$ cat src/design/range_add_range_max_tree_top_macros.svh
// ----------------------------------------------------------------------------
// range_add_range_max_tree_top_macros
// Assertion macros for the range-add / range-max tree. Empty under synthesis.
// ----------------------------------------------------------------------------
`ifndef RANGE_ADD_RANGE_MAX_TREE_TOP_MACROS_SVH
`define RANGE_ADD_RANGE_MAX_TREE_TOP_MACROS_SVH
`ifndef SYNTHESIS
// property that holds at every edge out of reset
`define RART_ASSERT(lbl, prop) \
	lbl: assert property (@(posedge clk) disable iff (!arst_n) (prop)) \
		else $error("rart assertion failed");
// consequence in the cycle after the antecedent
`define RART_ASSERT_NEXT(lbl, ante, cons) \
	lbl: assert property (@(posedge clk) disable iff (!arst_n) (ante) |=> (cons)) \
		else $error("rart assertion failed");
`else
`define RART_ASSERT(lbl, prop)
`define RART_ASSERT_NEXT(lbl, ante, cons)
`endif
`endif

$ cat src/design/rart_pkg.sv
// ----------------------------------------------------------------------------
// rart_pkg
// Shared types and constants of the range-add / range-max tree.
// ----------------------------------------------------------------------------
package rart_pkg;

	localparam int unsigned MaxLeavesDef = 1024;
	localparam int unsigned ValueBitsDef = 64;
	localparam int IdxW = 11;
	localparam logic [IdxW-1:0] LenReset = 11'd1024;
	// -1e18 in 64-bit two's complement
	localparam logic [63:0] EmptyMark = 64'hF21F_494C_589C_0000;

	localparam logic OP_ADD   = 1'b0;
	localparam logic OP_QUERY = 1'b1;

	typedef enum logic [3:0] {
		ST_CLEAR, ST_IDLE, ST_VISIT, ST_COV_ADD, ST_COV_QRY,
		ST_PUSH1, ST_PUSH2, ST_PUSH3, ST_PULL1, ST_PULL2, ST_RESULT
	} state_t;

	// what a frame does next when it is on top
	typedef enum logic [1:0] {PH_ENTER, PH_AFTER_LEFT, PH_AFTER_RIGHT} phase_t;

	typedef enum logic [1:0] {RD_SELF, RD_LEFT, RD_RIGHT} rd_sel_t;
	typedef enum logic {MW_PUSH, MW_PULL} max_wsel_t;
	typedef enum logic [1:0] {PW_COVER, PW_ZERO, PW_LEFT, PW_RIGHT} pend_wsel_t;

	typedef struct packed {
		rd_sel_t    rd_sel;
		logic       max_we;
		max_wsel_t  max_wsel;
		logic       pend_we;
		pend_wsel_t pend_wsel;
		logic       start;
		logic       clear_step;
		logic       load_p;
		logic       load_ta;
		logic       upd_best;
		logic       push_left;
		logic       push_right;
		logic       pop;
		logic       load_out;
	} dp_cmd_t;

	typedef struct packed {
		logic   clear_last;
		logic   start_ok;
		logic   disjoint;
		logic   covered;
		phase_t phase;
		logic   op_query;
		logic   stack_empty;
		logic   out_free;
	} dp_status_t;

endpackage

$ cat src/design/rart_ctrl.sv
// ----------------------------------------------------------------------------
// rart_ctrl
// Sequencer: walks the tree one node step at a time, issuing datapath commands.
// ----------------------------------------------------------------------------
module rart_ctrl (
	input  logic                 clk,
	input  logic                 arst_n,
	input  logic                 in_valid,
	input  logic                 operation,
	output logic                 in_stall,
	input  rart_pkg::dp_status_t sts,
	output rart_pkg::dp_cmd_t    cmd
);

	rart_pkg::state_t state_q, state_d;

	always_ff @(posedge clk or negedge arst_n) begin
		if (!arst_n) begin
			state_q <= rart_pkg::ST_CLEAR;
		end else begin
			state_q <= state_d;
		end
	end

	always_comb begin
		rart_pkg::state_t pop_next;
		pop_next = sts.stack_empty ?
			(sts.op_query ? rart_pkg::ST_RESULT : rart_pkg::ST_IDLE) : rart_pkg::ST_VISIT;
		state_d        = state_q;
		in_stall       = 1'b1;
		cmd            = '0;
		cmd.rd_sel     = rart_pkg::RD_SELF;
		cmd.max_wsel   = rart_pkg::MW_PUSH;
		cmd.pend_wsel  = rart_pkg::PW_ZERO;
		unique case (state_q)
			rart_pkg::ST_CLEAR: begin
				cmd.clear_step = 1'b1;
				if (sts.clear_last) state_d = rart_pkg::ST_IDLE;
			end
			rart_pkg::ST_IDLE: begin
				in_stall = 1'b0;
				if (in_valid) begin
					cmd.start = 1'b1;
					if (sts.start_ok) state_d = rart_pkg::ST_VISIT;
					else if (operation == rart_pkg::OP_QUERY) state_d = rart_pkg::ST_RESULT;
				end
			end
			rart_pkg::ST_VISIT: begin
				unique case (sts.phase)
					rart_pkg::PH_ENTER: begin
						if (sts.disjoint) begin
							cmd.pop = 1'b1;
							state_d = pop_next;
						end else if (sts.covered) begin
							state_d = sts.op_query ? rart_pkg::ST_COV_QRY : rart_pkg::ST_COV_ADD;
						end else begin
							state_d = rart_pkg::ST_PUSH1;
						end
					end
					rart_pkg::PH_AFTER_LEFT: begin
						cmd.push_right = 1'b1;
					end
					rart_pkg::PH_AFTER_RIGHT: begin
						if (sts.op_query) begin
							cmd.pop = 1'b1;
							state_d = pop_next;
						end else begin
							cmd.rd_sel = rart_pkg::RD_LEFT;
							state_d = rart_pkg::ST_PULL1;
						end
					end
					default: begin
						state_d = rart_pkg::ST_IDLE;
					end
				endcase
			end
			rart_pkg::ST_COV_ADD: begin
				cmd.pend_we   = 1'b1;
				cmd.pend_wsel = rart_pkg::PW_COVER;
				cmd.pop       = 1'b1;
				state_d       = pop_next;
			end
			rart_pkg::ST_COV_QRY: begin
				cmd.upd_best = 1'b1;
				cmd.pop      = 1'b1;
				state_d      = pop_next;
			end
			// push_down: own node first, then the two children one per cycle
			rart_pkg::ST_PUSH1: begin
				cmd.max_we    = 1'b1;
				cmd.max_wsel  = rart_pkg::MW_PUSH;
				cmd.pend_we   = 1'b1;
				cmd.pend_wsel = rart_pkg::PW_ZERO;
				cmd.load_p    = 1'b1;
				cmd.rd_sel    = rart_pkg::RD_LEFT;
				state_d       = rart_pkg::ST_PUSH2;
			end
			rart_pkg::ST_PUSH2: begin
				cmd.pend_we   = 1'b1;
				cmd.pend_wsel = rart_pkg::PW_LEFT;
				cmd.rd_sel    = rart_pkg::RD_RIGHT;
				state_d       = rart_pkg::ST_PUSH3;
			end
			rart_pkg::ST_PUSH3: begin
				cmd.pend_we   = 1'b1;
				cmd.pend_wsel = rart_pkg::PW_RIGHT;
				cmd.push_left = 1'b1;
				state_d       = rart_pkg::ST_VISIT;
			end
			rart_pkg::ST_PULL1: begin
				cmd.load_ta = 1'b1;
				cmd.rd_sel  = rart_pkg::RD_RIGHT;
				state_d     = rart_pkg::ST_PULL2;
			end
			rart_pkg::ST_PULL2: begin
				cmd.max_we   = 1'b1;
				cmd.max_wsel = rart_pkg::MW_PULL;
				cmd.pop      = 1'b1;
				state_d      = pop_next;
			end
			rart_pkg::ST_RESULT: begin
				if (sts.out_free) begin
					cmd.load_out = 1'b1;
					state_d      = rart_pkg::ST_IDLE;
				end
			end
			default: begin
				state_d = rart_pkg::ST_IDLE;
			end
		endcase
	end

endmodule

$ cat config.mk
export PLATFORM = sky130hd
export DESIGN_NAME = rart_ctrl
export DESIGN_NICKNAME = d
export VERILOG_FILES = /design/src/design/range_add_range_max_tree_top_macros.svh /design/src/design/rart_pkg.sv /design/src/design/rart_ctrl.sv
export SDC_FILE = /design/constraint.sdc
export NUM_CORES = 1
export LEC_CHECK = 0
export BUFFER_PORTS_ARGS = -buffer_cell sky130_fd_sc_hd__buf_2
export CORE_AREA = 2 2 50 52
export CTS_CLUSTER_DIAMETER = 100
export DETAILED_ROUTE_END_ITERATION = 6
export DIE_AREA = 0 0 52 54
export HOLD_SLACK_MARGIN = 0.15
export MAX_ROUTING_LAYER = met4
export PLACE_DENSITY = 0.62
export SETUP_SLACK_MARGIN = 0.2
export SYNTH_ARGS = -nofsm -noshare
export SYNTH_HDL_FRONTEND = slang
export SYNTH_SLANG_ARGS = --single-unit
$ cat constraint.sdc
create_clock -name clk -period 1.6 [get_ports clk]
set_clock_uncertainty 0.15 [all_clocks]
set_input_delay 0.24 -clock clk [delete_from_list [all_inputs] [get_ports clk]]
set_output_delay 0.24 -clock clk [all_outputs]
set_load 0.01 [all_outputs]
# Word-level counts from Yosys, hierarchy flattened
# Cells that the tools add are included.
# word_totals
register_bits	4
wordCells	57
# classes
muxes	34
n_eq_ne	17
reduce_logical	5
# ops
operator	n
$mux W4	9
$pmux W4 S9	1
$eq A4 B3 Y1 const B	4
$mux W1	16
$eq A4 B4 Y1 const B	3
$pmux W3 S4	1
$pmux W4 S3	1
$eq A4 B2 Y1 const B	2
$ne A2 B2 Y1 const B	4
$mux W3	2
$pmux W2 S3	1
$reduce_and A5 Y1	1
$eq A4 B1 Y1 const B	1
$logic_not A4 Y1	1
$pmux W1 S2	2
$pmux W2 S2	1
$ne A3 B3 Y1 const B	1
$reduce_or A3 Y1	1
$eq A2 B1 Y1 const B	1
$eq A2 B2 Y1 const B	1
$logic_not A2 Y1	1
$reduce_or A2 Y1	1

# Depth between registers and ports, before layout
# depth
ltp_word	5
depth_mapped	6

# Worst setup path before layout
# No wires, ideal clock.
# synth_path
path_type	register to output
startpoint	register state_q[2]
endpoint	output cmd[15] (netlist bit)
t_arrival_ns	1.305
slack_ns	-0.095
required_ns	1.210
stages_incl_launch_ff	6
path_cell_list	dfrtp_1 clkbuf_1 nor2b_1 and2_1 a21oi_1 nor2_1
# synth_lines
item	line_no	rtl
from (decl)	rart_ctrl.sv:15	rart_pkg::state_t state_q, state_d;
from (signal assigned)	rart_ctrl.sv:19	state_q <= rart_pkg::ST_CLEAR;
from (signal assigned)	rart_ctrl.sv:21	state_q <= state_d;
to (decl)	rart_ctrl.sv:12	output rart_pkg::dp_cmd_t cmd

# Worst setup path in the final report
# layout_path
startpoint	register state_q[3]
endpoint	register state_q[3]
# layout_via
elab_chain_len	3
word_cells_on_any_way	19
classes_between	eq/ne (15); mux (1); reduce/logical (3)
# layout_rtl
item	line_no	rtl
$eq A4 B3 Y1 (tied with other cells)	rart_ctrl.sv:35	unique case (state_q)
$reduce_or A3 Y1 (no source line) (tied with other cells)	-	
$pmux W4 S9 / $reduce_and A5 Y1 (equally long branches)	-	
# Parallel ways exist; a longest one is shown, timed or not.
# A chain may end at the register's enable or synchronous reset.

==> flow_summary.yaml <==
power:
  ir_drop_uv: 849
  powerDensity_nw_per_um2: 1630
  power_leakage_nw: 0.683
  total_power_mw: 2.29
cts:
  cts_num_sinks: 4
  cts_tree: "yes"
  clk_latency_ps: 250
  root_buffer: "clkbuf_4"
  htree_levels: 1
  clkTransAtPathRegs_ps: 50
  clk_path_buf_depth: 2
  cts_buffers: 3
global_route:
  antenna_found_initial: 0
  grt_max_degree: 12
  grt_pass1_wl_um: 3590
  overflow: 0
  first_global_vias: 792
  grt_util_all_layers_pct: 17.7
synthesis:
  post_synth.cell_area_avg_um2: 7.21
  ys.flop_type: "dfrtp_1"
  synth-seq-area-share_pct: 15.6
  yosysMostFrequentCell: "nor2b_1"
  yosysWarnings: 0
  synthDistinctLibCells: 40
  synth_top_area_share_pct: 15.6
  syn_inst: 89
  syn_area_um2: 642
  ys_top_cells_by_area: "dfrtp_1 (16%), nor2b_1 (7.8%), nand2b_1 (5.8%)"
  synth_edf_count: 0
  synthArstFlopShare_pct: 100
  yosysTopAreaCell: "dfrtp_1"
  syn_nets: 102
  synth_seq_cells: 4
  synth_common_cells: "nor2b_1 (8), nand2_1 (7), nand2b_1 (6)"
layout:
  drive_above_1_share_pct: 62.8
  largest_reg_flops: 4
  top_register: "state_q"
  diodes: 0
  area_growth_pct: 119
  layout.nets: 170
  top_regs: "state_q x4"
  fillers: 185
  final_cells: 186
setup_path:
  critPathKind: "flop to flop"
  setup.worst_path.start_class: "flop"
  cp.arrival_ps: 1940
  path_cells: "and4bb_2 -> a311o_1 -> buf_4 -> buf_6 -> a311oi_2 -> o32ai_2"
  cp-end-kind: "flop"
  cp_slowest_cell: "dfrtp_2"
  cp_max_fo: 6
  max_stage_delay_ps: 440
  required_ps: 1580
routing:
  via_per_inst: 5.07
  wl_um: 2640
  routed-via-count: 943
  postRouteAntennaNets: 0
  drcViolationCount: 0
  firstDrtPassIters: 4
  first_iter_violations: 22
  wire_per_inst_um: 14.2
timing:
  layout_min_cycle_time_ps: 1960
  timing.slew.headroom_pct: 75.5
  setup-violations-final: 21
  rsz0062_at_grt: "true"
  hold_viol: 0
  fmax_mhz: 511
  whs_ps: 174
  drv_slew: 0
  fin_crit_sh_pct: 122
  fin_ws_ps: -355
  tightest_slew_ps: 364
placed_design:
  port_buffers: 29
  dp.cells: 158
  gp_congestion: 0.866
  pre_cts_slack_ps: -157
  place_hpwl_um: 1600
die:
  start_util_pct: 27.7
  ioPinCount: 30
  num_rows: 18
  core_area_um2: 2320
  dieHeight_um: 54
  dieWidth_um: 52
  die_area_um2: 2810
job:
  cap_violations: 0
min_path:
  holdCritPathClass: "input pin to async pin"
outcome:
  violations: "negative setup slack"
  status: "complete, but fails checks"
## final cells by class
| type | count | area, um^2 | share of cell area (%) |
|---|---|---|---|
| multi-input combinational | 74 | 672 | 47.8 |
| inverter | 3 | 11.3 | 0.801 |
| sequential | 4 | 103 | 7.30 |
| clock buffer | 4 | 26.3 | 1.87 |
| timing repair buffer | 71 | 557 | 39.6 |
| tap | 30 | 37.5 | 2.67 |
## worst paths after layout
check | start | to | slack (ps) | depth (start not counted)
hold reg to reg | state_q[2] | state_q[2] | 630 | 3
max in group asynchronous | arst_n | state_q[2] | 980 | 2
hold / removal | arst_n | state_q[0] | 170 | 2
setup reg to reg | state_q[3] | state_q[3] | -360 | 6
min in group clk | sts[4] | state_q[2] | 180 | 2
setup / recovery | state_q[3] | state_q[3] | -360 | 6
## critical path, delay by kind of cell, from the launching register on
| family | cells | cell delay [ps] |
|---|---|---|
| AOI/OAI and AO/OA | 3 | 720 |
| buffers and inverters | 2 | 250 |
| DFF | 1 | 440 |
| and+or+nand+nor | 1 | 260 |
## per-stage QoR
| step | setup TNS (ps) | util [%] | instance area, um^2 |
|---|---|---|---|
| detailed placement | -917 | 42.0 | 975 |
| CTS | -3590 | 51.2 | 1190 |
| global route | -5970 | 60.6 | 1410 |
| global placement | -723 | 42.0 | 975 |
| finish | -4850 | 60.6 | 1410 |
| floorplan | 0 | - | 717 |
## per-layer routing
layer	track usage, %	wire [um]	vias up
li1	-	-	470
met1	21.5	1220	444
met2	31.6	1270	27
met3	0.833	128	2
met4	5.26	17	0
met5	-	0	-
## cell usage in the layout (no fill, tap or decap), types with 2 or more instances in the layout
cell type,count
nand3b_1,2
dlygate4sd3_1,3
o21ai_1,2
nor2b_1,4
dfrtp_1,2
nand3_1,2
a21oi_1,3
a31oi_1,2
nand2b_1,5
clkbuf_4,3
buf_4,23
nor2b_4,4
and3_1,3
buf_2,25
nor2_1,3
nand2_1,5
dfrtp_2,2
buf_6,19
nor4b_4,2
inv_1,3
## cell families after synthesis
family | share of synthesized area (%)
simple gates | 46.4
flops | 15.6
buf+inv | 7.02
compound gates | 28.1
mux | 1.56
xor+xnor | 1.36
## where the power goes
part | switching (mW) | internal, mW
sequential | 0.0575 | 0.143
clock | 0.0554 | 0.0945
combinational | 0.851 | 1.09
total | 0.964 | 1.33
## repair_timing
item,in CTS,in global routing
resized for setup,18,29
gates cloned,0,0
hold buffers,3,0
setup endpoints to repair,21,21
buffers inserted,11,10
pin swaps,5,12
hold endpoints to repair,6,0
(Power assumes the default switching activity.)
